$ cat config.mk
export PLATFORM = sky130hd
export DESIGN_NAME = adam_ctrl
export DESIGN_NICKNAME = d
export VERILOG_FILES = /design/src/design/adam_pkg.sv /design/src/design/adam_ctrl.sv
export SDC_FILE = /design/constraint.sdc
export NUM_CORES = 1
export LEC_CHECK = 0
export BUFFER_PORTS_ARGS = -buffer_cell sky130_fd_sc_hd__buf_2
export CAP_MARGIN = 20
export CORE_MARGIN = 1.5
export CORE_UTILIZATION = 44
export CTS_CLUSTER_SIZE = 8
export DETAILED_ROUTE_END_ITERATION = 12
export GPL_ROUTABILITY_DRIVEN = 0
export MAX_ROUTING_LAYER = met4
export PLACE_DENSITY = 0.72
export SYNTH_ARGS = -nofsm -noshare
export SYNTH_HDL_FRONTEND = slang
export SYNTH_SLANG_ARGS = --single-unit
$ cat constraint.sdc
create_clock -name clk -period 1.2 [get_ports clk]
set_input_delay 0.18 -clock clk [delete_from_list [all_inputs] [get_ports clk]]
set_output_delay 0.18 -clock clk [all_outputs]
set_load 0.02 [all_outputs]
$ cat src/design/adam_pkg.sv
package adam_pkg;

	localparam int VALUE_WIDTH_DEF = 32;
	localparam int CFG_IDX_W = 3;
	localparam int CFG_DATA_W = 16;

	localparam logic [CFG_IDX_W-1:0] IDX_LEARN_RATE = 3'd0;
	localparam logic [CFG_IDX_W-1:0] IDX_BETA_ONE = 3'd1;
	localparam logic [CFG_IDX_W-1:0] IDX_BETA_TWO = 3'd2;
	localparam logic [CFG_IDX_W-1:0] IDX_EPS_TERM = 3'd3;
	localparam logic [CFG_IDX_W-1:0] IDX_DECAY_RATE = 3'd4;

	localparam logic [15:0] RST_LEARN_RATE = 16'd66;
	localparam logic [15:0] RST_BETA_ONE = 16'd58982;
	localparam logic [15:0] RST_BETA_TWO = 16'd65470;
	localparam logic [15:0] RST_EPS_TERM = 16'd1;
	localparam logic [15:0] RST_DECAY_RATE = 16'd0;
	localparam logic [16:0] ONE_Q16 = 17'h10000;

	localparam logic [3:0] OP_NONE = 4'd0;
	localparam logic [3:0] OP_P1 = 4'd1;
	localparam logic [3:0] OP_P2 = 4'd2;
	localparam logic [3:0] OP_DEC = 4'd3;
	localparam logic [3:0] OP_M1A = 4'd4;
	localparam logic [3:0] OP_M1B = 4'd5;
	localparam logic [3:0] OP_T1 = 4'd6;
	localparam logic [3:0] OP_U = 4'd7;
	localparam logic [3:0] OP_T2 = 4'd8;
	localparam logic [3:0] OP_MH = 4'd9;
	localparam logic [3:0] OP_VH = 4'd10;
	localparam logic [3:0] OP_RT = 4'd11;
	localparam logic [3:0] OP_NUM = 4'd12;
	localparam logic [3:0] OP_Q = 4'd13;

	localparam logic [6:0] MUL_STEPS = 7'd4;
	localparam logic [6:0] DIV_STEPS = 7'd64;
	localparam logic [6:0] SQRT_STEPS = 7'd32;

	localparam logic signed [63:0] S64_MAX = 64'sh7FFF_FFFF_FFFF_FFFF;
	localparam logic signed [63:0] S64_MIN = 64'sh8000_0000_0000_0000;

	typedef struct packed {
		logic load;
		logic start;
		logic emit;
		logic [3:0] op;
	} cmd_t;

	typedef struct packed {
		logic done;
		logic first;
		logic decay_nz;
		logic corr_ok;
	} status_t;

	function automatic logic [63:0] mag64(input logic signed [63:0] x);
		return x[63] ? 64'd0 - 64'(x) : 64'(x);
	endfunction

	function automatic logic signed [63:0] smake64(input logic neg, input logic [63:0] m);
		logic signed [63:0] mm;
		mm = (m > 64'(S64_MAX)) ? S64_MAX : signed'(m);
		return neg ? -mm : mm;
	endfunction

	function automatic logic signed [63:0] add_sat64(input logic signed [63:0] a,
			input logic signed [63:0] b);
		logic [64:0] s;
		s = {a[63], a} + {b[63], b};
		if (s[64] != s[63])
			return s[64] ? S64_MIN : S64_MAX;
		return signed'(s[63:0]);
	endfunction

endpackage

$ cat src/design/adam_ctrl.sv
module adam_ctrl (
	input logic clk,
	input logic arst_n,
	input logic in_valid,
	output logic in_ready,
	output logic out_valid,
	input logic out_ready,
	input adam_pkg::status_t status,
	output adam_pkg::cmd_t cmd
);
	import adam_pkg::*;

	localparam logic [2:0] ST_IDLE = 3'd0;
	localparam logic [2:0] ST_LOAD = 3'd1;
	localparam logic [2:0] ST_ISSUE = 3'd2;
	localparam logic [2:0] ST_WAIT = 3'd3;
	localparam logic [2:0] ST_FIN = 3'd4;

	logic [2:0] state_q;
	logic [3:0] op_q;
	logic out_valid_q;
	logic emit;

	function automatic logic [3:0] next_op(input logic [3:0] op, input status_t st);
		case (op)
			OP_P1: return OP_P2;
			OP_P2: return st.decay_nz ? OP_DEC : OP_M1A;
			OP_DEC: return OP_M1A;
			OP_M1A: return OP_M1B;
			OP_M1B: return OP_T1;
			OP_T1: return OP_U;
			OP_U: return OP_T2;
			OP_T2: return st.corr_ok ? OP_MH : OP_NONE;
			OP_MH: return OP_VH;
			OP_VH: return OP_RT;
			OP_RT: return OP_NUM;
			OP_NUM: return OP_Q;
			default: return OP_NONE;
		endcase
	endfunction

	assign in_ready = (state_q == ST_IDLE);
	assign out_valid = out_valid_q;
	assign emit = (state_q == ST_FIN) && (!out_valid_q || out_ready);

	always_comb begin
		cmd.load = in_valid && in_ready;
		cmd.start = (state_q == ST_ISSUE);
		cmd.emit = emit;
		cmd.op = op_q;
	end

	always_ff @(posedge clk or negedge arst_n) begin
		if (!arst_n) begin
			state_q <= ST_IDLE;
			op_q <= OP_NONE;
			out_valid_q <= 1'b0;
		end else begin
			if (emit)
				out_valid_q <= 1'b1;
			else if (out_ready)
				out_valid_q <= 1'b0;
			case (state_q)
				ST_IDLE: begin
					if (in_valid)
						state_q <= ST_LOAD;
				end
				ST_LOAD: begin
					op_q <= status.first ? OP_P1 : (status.decay_nz ? OP_DEC : OP_M1A);
					state_q <= ST_ISSUE;
				end
				ST_ISSUE: state_q <= ST_WAIT;
				ST_WAIT: begin
					if (status.done) begin
						op_q <= next_op(op_q, status);
						state_q <= (next_op(op_q, status) == OP_NONE) ? ST_FIN : ST_ISSUE;
					end
				end
				ST_FIN: begin
					if (emit)
						state_q <= ST_IDLE;
				end
				default: state_q <= ST_IDLE;
			endcase
		end
	end
endmodule

==> results.py, run 1 <==
metrics = {
    "layout": {
        "finish.utilization_pct": 79.9,
        "regArea_sq_um": 206,
        "layout.nets": 117,
        "diodes": 0,
        "multi_input_area_sq_um": 429,
        "layout_commonest_cell": "buf_4",
        "fillers": 83,
        "most-common-layout-cells": "buf_4, buf_6, buf_2, nand2_1, nor2_1",
        "syn2layout_area_growth_pct": 73.2,
        "layout-drive-gt1-share_pct": 61.1,
        "design_area_sq_mm": 0.00103,
    },
    "power": {
        "p_per_area_mw_per_mm2": 2670,
        "leakagePower_nw": 0.464,
        "switching_share_pct": 44.1,
        "intPower_mw": 1.53,
        "p_comb_share_pct": 71.5,
        "finalPower_mw": 2.74,
        "vdd_ir_drop_max_uv": 1260,
        "seq_power_share_pct": 19.6,
        "power.switching_mw": 1.21,
        "p_clk_share_pct": 8.9,
    },
    "die": {
        "die-area_sq_mm": 0.00158,
        "ios": 17,
        "die_width_um": 39.7,
        "fp-row-count": 13,
        "initial_core_util_pct": 46.2,
        "die_h_um": 39.7,
        "design.core.area_sq_mm": 0.00128,
    },
    "routing": {
        "vias_per_cell": 5.80,
        "wirelength_um": 2190,
        "wl_per_cell_um": 17.8,
        "dr_total_vias": 713,
        "drt-initial-drc-count": 12,
        "drc_errors": 0,
        "ant_nets": 0,
        "firstDrtPassIters": 4,
    },
    "logic_synthesis": {
        "synth_seq_cells": 8,
        "syn_inst": 69,
        "synth_fp_nets": 77,
        "synth_cell_type_count": 28,
        "synth_area_sq_um": 593,
        "yosysSeqAreaShare_pct": 33.8,
        "yosysWarnings": 0,
        "avgSynthCellArea_sq_um": 8.60,
    },
    "sta": {
        "fmax_mhz": 690,
        "hold_viol_final": 0,
        "period_share_pct": 121,
        "tightest_slew_ps": 377,
        "min_period_ps": 1450,
        "max-slew-margin-rel_pct": 74.6,
        "skew_ps": 0.760,
        "rsz0062_at_grt": "true",
        "setup_ws_ps": -250,
        "maxSlewViolCount": 0,
        "finalSetupViolCount": 10,
        "setup-tns-final_ps": -1880,
    },
    "clock_tree": {
        "path_clk_slew_ps": 60,
        "cts_htree_levels": 1,
        "cts.sinks": 8,
        "insertion_delay_ps": 270,
        "clockBufferDepth": 2,
        "cts_buffers": 3,
        "root_buffer": "clkbuf_4",
        "cts_tree": "yes",
    },
    "grt": {
        "overflow": 0,
        "grt_max_degree": 9,
        "grt_pass1_wl_um": 2730,
        "antenna_found_initial": 0,
        "grtUsageTotal_pct": 27.7,
        "grt_pass1_vias": 603,
    },
    "worst_setup_path": {
        "reg2reg_from": "op_q[2]",
        "r2r_cells": 5,
        "required_ps": 1340,
        "cp_max_fo": 5,
        "cp_data_arrival_time_ps": 1590,
        "worstSetupEndpointType": "flip-flop",
        "critPathKind": "reg -> reg",
        "crit_path_start_kind": "flip-flop",
        "r2r_slack_ps": -250,
        "rr_endpoint": "op_q[1]",
        "setup.worst_path.start": "op_q[2]",
    },
    "placed_design": {
        "placed_area_sq_um": 754,
        "pre_cts_ws_ps": -114,
        "port_buffers": 16,
        "hpwlAfterDp_um": 1110,
    },
    "hold_path": {
        "hold_class": "in -> reg",
        "worstHoldStart": "status[2]",
        "whs_endpoint": "op_q[2]",
        "whs_path_depth": 4,
    },
    "status": {
        "violations": "setup timing",
        "status": "finished, violations left",
    },
    "run": {
        "cap_viol_max_count": 0,
    },
}
## Yosys cell counts
cell type  instances  area share [%]
a211oi_1           1             1.3
a211o_1            1             1.5
nand3b_4           1             3.4
clkbuf_8           1             2.3
nor2_1            10             6.3
dfrtp_1            8              34
a21oi_1            5             4.2
nand2_1            8             5.1
buf_6              2             3.8
nand2b_1           1             1.1
and3_1             2             2.1
a32oi_1            1             1.5
a221o_1            1             1.7
and2_1             1             1.1
buf_4              3             3.8
o21ai_0            4             3.4
nand3b_1           1             1.3
a41oi_1            1             1.5
a31oi_1            2             2.1
inv_1              1            0.63
mux2i_1            1             1.7
o22ai_1            2             2.1
and3_2             1             1.3
nor3b_2            1             2.1
nor2b_1            2             2.1
nor3b_1            2             2.5
nor3_1             4             3.4
nor3b_4            1             3.2
## power by group through the flow
stage | Combinational, mW | Clock [mW] | Sequential, mW
4_1_cts | 1.57 | 0.233 | 0.527
3_3_place_gp | 1.18 | 0 | 0.528
2_1_floorplan | 0.830 | 0 | 0.537
3_5_place_dp | 1.20 | 0 | 0.542
6_report | 1.96 | 0.245 | 0.536
5_1_grt | 2.06 | 0.264 | 0.545
## routing by layer
metal  GRT usage, %  wire (um)  vias up
met5              -          0        -
met4           12.9         42        0
met1           34.5        996      352
li1               -          -      328
met3           6.82        108        7
met2           41.8       1040       26
## state kept, by name, summed over array words and instances (netlist names)
register   count
out_valid      1
state_q        3
op_q           4
## cell families after synthesis
family	synth area share (%)
multiplexers	1.69
buffers and inverters	10.5
AO/OA/AOI/OAI	19.2
AND/OR/NAND/NOR	34.8
flip-flops	33.8
## metrics by stage
stage / cells / hold WS (ps)
5_1_grt: 123 / 240
3_5_place_dp: 105 / 33.7
2_1_floorplan: 69 / -116
6_report: 123 / 235
4_1_cts: 119 / 223
3_3_place_gp: 105 / 28.5
## critical path, stage by stage (launching register included)
cell and delay (ps):
dfrtp_1 420, buf_4 180, nor3_1 210, o21ai_0 190, a32oi_2 230, a21oi_1 100
## worst max-delay path by stage
stage / to / slack, ps
2_1_floorplan: op_q[2] / -70
3_3_place_gp: op_q[0] / -100
3_5_place_dp: op_q[0] / -110
4_1_cts: cmd[5] / -230
5_1_grt: op_q[3] / -300
6_report: op_q[1] / -250
## cell type report
type / count / area share (%)
Timing Repair Buffer: 41 / 33.4
Multi-Input combinational cell: 54 / 41.8
Inverter: 1 / 0.365
Tap cell: 15 / 1.83
Clock buffer: 4 / 2.56
Sequential cell: 8 / 20.1
## timing repair
item	CTS	global route
hold buffers	1	0
resized for setup	25	11
endpoints found under the setup margin	11	12
endpoints found under the hold margin	8	0
pin swaps	6	11
buffers inserted	9	4
(Power assumes the default switching activity.)
==> inputs of run 2 (changes only) <==
--- a/config.mk
+++ b/config.mk
@@ -13,7 +13,7 @@
 export DETAILED_ROUTE_END_ITERATION = 12
 export GPL_ROUTABILITY_DRIVEN = 0
 export MAX_ROUTING_LAYER = met4
-export PLACE_DENSITY = 0.72
+export PLACE_DENSITY = 0.75
 export SYNTH_ARGS = -nofsm -noshare
 export SYNTH_HDL_FRONTEND = slang
 export SYNTH_SLANG_ARGS = --single-unit
==> run 2 against run 1 <==
  * The run still ends with setup timing left
  * Combinational power fell by 26%
  * Clock power decreased by 6%
  * First-iteration DRC count increased by 8.3%
  * Final area down 8.4%
  * Cell count shrank 4.1%
  * Highest routed layer unchanged
  * Clock skew hardly changed
  * Routed wire length fell by 26%
  * Core utilization down 6.7 points
  * Count of clock-buffer cells in the layout is the same
  * Total power fell by 18%
  * Largest power group unchanged
  * Sequential cell count stayed put
==> results.py, run 2 (same netlist as run 1, synthesis figures left out) <==
metrics = {
    "clock_tree": {
        "root_buffer": "clkbuf_4",
        "cts_tree": "yes",
        "clockBufferDepth": 2,
        "cts_htree_levels": 1,
        "path_clk_slew_ps": 60,
        "cts_buffers": 3,
        "insertion_delay_ps": 260,
        "cts.sinks": 8,
    },
    "sta": {
        "min_period_ps": 1390,
        "max-slew-margin-rel_pct": 78.7,
        "period_share_pct": 116,
        "tightest_slew_ps": 319,
        "rsz0062_at_grt": "true",
        "maxSlewViolCount": 0,
        "finalSetupViolCount": 10,
        "skew_ps": 1.17,
        "fmax_mhz": 721,
        "setup_ws_ps": -188,
        "hold_viol_final": 0,
        "hold_ws_ps": 215,
    },
    "power": {
        "vdd_ir_drop_max_uv": 1250,
        "switching_share_pct": 42.5,
        "p_clk_share_pct": 10.2,
        "seq_power_share_pct": 24.8,
        "p_comb_share_pct": 64.9,
        "leakagePower_nw": 0.426,
        "intPower_mw": 1.29,
        "p_per_area_mw_per_mm2": 2390,
        "finalPower_mw": 2.25,
        "power.switching_uw": 955,
    },
    "routing": {
        "ant_nets": 0,
        "drc_errors": 0,
        "vias_per_cell": 5.46,
        "wirelength_um": 1630,
        "dr_total_vias": 644,
        "firstDrtPassIters": 4,
        "wl_per_cell_um": 13.8,
        "drt-initial-drc-count": 13,
    },
    "worst_setup_path": {
        "crit_chain": "buf_6 > nor3_4 > and2_4 > buf_6",
        "critPathKind": "reg -> out",
        "slowest_stage": "dfrtp_2",
        "cp_data_arrival_time_ps": 1210,
        "worstSetupEndpointType": "primary output",
        "slowest_delay_ps": 430,
        "cp_max_fo": 4,
        "required_ps": 1020,
        "crit_path_start_kind": "flip-flop",
        "worst_path_most_repeated_cell": "buf_6",
    },
    "die": {
        "design.core.area_sq_mm": 0.00128,
        "die-area_sq_mm": 0.00158,
        "die_h_um": 39.7,
        "initial_core_util_pct": 46.2,
        "die_width_um": 39.7,
        "fp-row-count": 13,
        "ios": 17,
    },
    "status": {
        "status": "finished, violations left",
        "violations": "setup timing",
    },
    "grt": {
        "overflow": 0,
        "grt_max_degree": 10,
        "grt_pass1_vias": 533,
        "grt_pass1_wl_um": 2310,
        "grtUsageTotal_pct": 22.6,
        "antenna_found_initial": 0,
    },
    "hold_path": {
        "hold_class": "in -> reg",
    },
    "layout": {
        "largest_reg_flops": 4,
        "multi_input_area_sq_um": 389,
        "fin_cells": 118,
        "most-common-layout-cells": "buf_4, buf_2, buf_6, nand2_1, nor2_1",
        "fillers": 85,
        "diodes": 0,
        "layout_commonest_cell": "buf_4",
        "largest_register": "op_q",
        "layout-drive-gt1-share_pct": 59.2,
        "layout.nets": 112,
        "syn2layout_area_growth_pct": 58.6,
        "regArea_sq_um": 209,
    },
    "placed_design": {
        "port_buffers": 16,
        "hpwlAfterDp_um": 1040,
        "dp.cells": 106,
    },
    "run": {
        "cap_viol_max_count": 0,
    },
}
==> run 2: layout make-up <==
type                            instances  area share [%]
Inverter                                1           0.399
Multi-Input combinational cell         54            41.4
Tap cell                               15            1.99
Sequential cell                         8            22.2
Timing Repair Buffer                   36            31.3
Clock buffer                            4            2.79
==> run 2: critical path, delay by kind of cell, from the launching register on <==
| kind | cells | cell delay, ps |
|---|---|---|
| buf+inv | 2 | 250 |
| simple gates | 2 | 270 |
| flops | 1 | 430 |
==> run 2: power groups by stage <==
| stage | clock network, mW | registers, mW | logic (mW) |
|---|---|---|---|
| 6_report | 0.230 | 0.558 | 1.46 |
| 3_5_place_dp | 0 | 0.557 | 1.18 |
| 3_3_place_gp | 0 | 0.551 | 1.17 |
| 2_1_floorplan | 0 | 0.537 | 0.830 |
| 4_1_cts | 0.235 | 0.542 | 1.34 |
| 5_1_grt | 0.253 | 0.574 | 1.57 |
==> run 2: final timing paths <==
| check | slack [ps] | from | end | depth (start not counted) |
|---|---|---|---|---|
| worst min-delay path | 220 | status[2] | op_q[2] | 4 |
| worst max register to register | -120 | op_q[0] | state_q[2] | 5 |
| min in group asynchronous | 290 | arst_n | op_q[0] | 2 |
| worst min register to register | 560 | out_valid | out_valid | 2 |
| worst max-delay path | -190 | state_q[0] | cmd[6] | 4 |
| max in group asynchronous | 720 | arst_n | state_q[0] | 2 |
==> run 2: through the flow <==
step	setup slack, ps	util [%]	cell area (sq um)	TNS [ps]
floorplan	-67.8	-	623	-210
finish	-188	73.2	941	-924
CTS	-171	68.8	885	-783
global route	-230	73.2	941	-1440
global placement	-101	59.3	762	-259
detailed placement	-109	59.3	762	-362
==> run 2: repair_timing <==
action / in CTS / in global routing
pin swaps: 5 / 5
hold endpoints to repair: 8 / 0
gates resized for setup: 16 / 15
setup buffers: 6 / 1
hold buffers: 1 / 0
gates cloned: 0 / 0
endpoints found under the setup margin: 11 / 12
==> run 2: routing by layer <==
| metal | share of wire [%] | track usage [%] | vias up |
|---|---|---|---|
| met5 | 0 | - | - |
| met4 | 0.80 | 10.3 | 0 |
| met3 | 4.4 | 3.41 | 2 |
| met2 | 48 | 32.8 | 30 |
| met1 | 47 | 30.4 | 293 |
| li1 | - | - | 319 |
==> inputs of run 3 (changes only) <==
--- a/config.mk
+++ b/config.mk
@@ -7,13 +7,13 @@
 export LEC_CHECK = 0
 export BUFFER_PORTS_ARGS = -buffer_cell sky130_fd_sc_hd__buf_2
 export CAP_MARGIN = 20
-export CORE_MARGIN = 1.5
 export CORE_UTILIZATION = 44
 export CTS_CLUSTER_SIZE = 8
 export DETAILED_ROUTE_END_ITERATION = 12
 export GPL_ROUTABILITY_DRIVEN = 0
 export MAX_ROUTING_LAYER = met4
 export PLACE_DENSITY = 0.75
+export REMOVE_ABC_BUFFERS = 1
 export SYNTH_ARGS = -nofsm -noshare
 export SYNTH_HDL_FRONTEND = slang
 export SYNTH_SLANG_ARGS = --single-unit
==> run 3 against run 2 <==
  * The flow still finishes with violations (setup timing)
  * Combinational power rose by 23%
  * Count of clock-buffer cells in the layout down 1
  * Clock power about the same
  * Via count grew 20%
  * Critical path depth rose by 2
  * Critical path type is now reg -> reg
==> results.py, run 3 (same netlist as run 1, synthesis figures left out) <==
metrics = {
    "worst_setup_path": {
        "reg2reg_from": "state_q[1]",
        "critPathTopFamily": "flip-flops",
        "r2r_cells": 6,
        "required_ps": 1390,
        "cp_data_arrival_time_ps": 1700,
        "critPathKind": "reg -> reg",
        "cp_max_fo": 7,
        "crit_chain": "buf_6 > buf_4 > nand3b_4 > nor3b_2 > o21ai_0 > a21oi_2",
        "rr_endpoint": "op_q[3]",
        "slowest_delay_ps": 450,
        "slowest_stage": "dfrtp_2",
        "setup.worst_path.start": "state_q[1]",
        "worstSetupEndpointType": "flip-flop",
        "crit_path_start_kind": "flip-flop",
        "r2r_slack_ps": -310,
        "crit_buf_inv": 2,
    },
    "layout": {
        "layout.nets": 115,
        "layout-drive-gt1-share_pct": 58.1,
        "layout_commonest_cell": "buf_4",
        "multi_input_area_sq_um": 393,
        "syn2layout_area_growth_pct": 64.3,
        "most-common-layout-cells": "buf_4, buf_6, buf_2, nor2_1, nand2_1",
        "diodes": 0,
        "fin_cells": 119,
        "largest_register": "op_q",
        "regArea_sq_um": 206,
        "largest_reg_flops": 4,
        "finish.utilization_pct": 83.2,
        "fillers": 49,
    },
    "sta": {
        "setup_ws_ps": -315,
        "min_period_ps": 1510,
        "maxSlewViolCount": 0,
        "fmax_mhz": 660,
        "setup-tns-final_ps": -1890,
        "rsz0062_at_grt": "true",
        "hold_viol_final": 0,
        "tightest_slew_ps": 361,
        "finalSetupViolCount": 10,
        "period_share_pct": 126,
        "max-slew-margin-rel_pct": 75.9,
        "skew_ps": 8.88,
    },
    "routing": {
        "ant_nets": 0,
        "wl_per_cell_um": 21.3,
        "vias_per_cell": 6.51,
        "wirelength_um": 2530,
        "dr_total_vias": 775,
        "drt-initial-drc-count": 50,
        "firstDrtPassIters": 4,
        "drc_errors": 0,
    },
    "clock_tree": {
        "cts_htree_levels": 1,
        "cts_buffers": 3,
        "insertion_delay_ps": 270,
        "root_buffer": "clkbuf_4",
        "cts_tree": "yes",
        "clockBufferDepth": 2,
        "path_clk_slew_ps": 70,
        "cts.sinks": 8,
    },
    "grt": {
        "grtUsageTotal_pct": 27.8,
        "grt_pass1_wl_um": 2650,
        "grt_max_degree": 9,
        "antenna_found_initial": 0,
        "overflow": 0,
        "grt_pass1_vias": 561,
    },
    "die": {
        "ios": 17,
        "die_width_um": 38.7,
        "initial_core_util_pct": 50.6,
        "design.core.area_sq_mm": 0.00117,
        "die_h_um": 38.7,
        "die-area_sq_mm": 0.00150,
        "fp-row-count": 12,
    },
    "power": {
        "p_clk_share_pct": 9.0,
        "seq_power_share_pct": 21.6,
        "switching_share_pct": 45.1,
        "leakagePower_nw": 0.456,
        "intPower_mw": 1.41,
        "p_comb_share_pct": 69.4,
        "power.switching_mw": 1.16,
        "vdd_ir_drop_max_uv": 1760,
        "p_per_area_mw_per_mm2": 2640,
    },
    "run": {
        "cap_viol_max_count": 0,
    },
    "hold_path": {
        "whs_path_depth": 4,
        "whs_endpoint": "op_q[2]",
        "hold_class": "in -> reg",
        "worstHoldStart": "status[2]",
    },
    "placed_design": {
        "port_buffers": 16,
        "dp.cells": 105,
        "hpwlAfterDp_um": 983,
    },
    "status": {
        "status": "finished, violations left",
        "violations": "setup timing",
    },
}
## run 3: changes by cell type in the layout (fill, tap and decap cells not counted), sizes merged
| cell | delta |
|---|---|
| buf | +3 |
| clkbuf | -1 |
## run 3: what timing repair did
action,4_1_cts,5_1_grt
hold buffers,1,0
pin swaps,6,6
buffers inserted,6,5
setup endpoints to repair,12,13
resized for setup,18,21
gates cloned,0,0
hold endpoints to repair,8,0
## run 3: worst max-delay path by stage
stage	end	slack, ps	cells after the start
final	op_q[3]	-310	6
after global routing	op_q[3]	-370	6
after CTS	cmd[6]	-160	3
after detailed placement	op_q[3]	-60	4
after global placement	op_q[2]	-40	4
after floorplan	cmd[6]	-320	2
## run 3: power groups by stage
stage          Clock, mW  Combinational (mW)  Sequential, mW
4_1_cts            0.216                1.31           0.517
6_report           0.232                1.79           0.555
5_1_grt            0.239                1.87           0.561
3_3_place_gp           0                1.08           0.513
2_1_floorplan          0               0.523           0.629
3_5_place_dp           0                1.09           0.517
## run 3: metrics by stage
| stage | worst slack [ps] | hold WS [ps] | instance area (sq um) | total power [mW] |
|---|---|---|---|---|
| floorplan | -319 | -116 | 534 | 1.15 |
| global placement | -35.3 | 30.4 | 722 | 1.60 |
| detailed placement | -63.0 | 36.4 | 722 | 1.61 |
| CTS | -161 | 205 | 855 | 2.04 |
| global route | -367 | 240 | 975 | 2.67 |
| finish | -315 | 226 | 975 | 2.57 |
## run 3: layer usage
metal  vias up  wire (um)  track usage [%]
met5         -          0                -
met4         0        172             10.3
met3        25        319             5.20
met2        80       1170             43.8
met1       349        873             35.5
li1        321          -                -
## run 3: layout make-up
class | count | area share (%)
clock buffers | 3 | 2.31
inverters | 1 | 0.385
multi-input cells | 54 | 40.3
flip-flops and latches | 8 | 21.2
well taps | 14 | 1.80
repair buffers | 39 | 34.0
## run 3: worst register-to-register path: stages, from the launching register on
cell      delay, ps
dfrtp_2         450
buf_6           130
buf_4           110
nand3b_4        130
nor3b_2         240
o21ai_0         180
a21oi_2         200
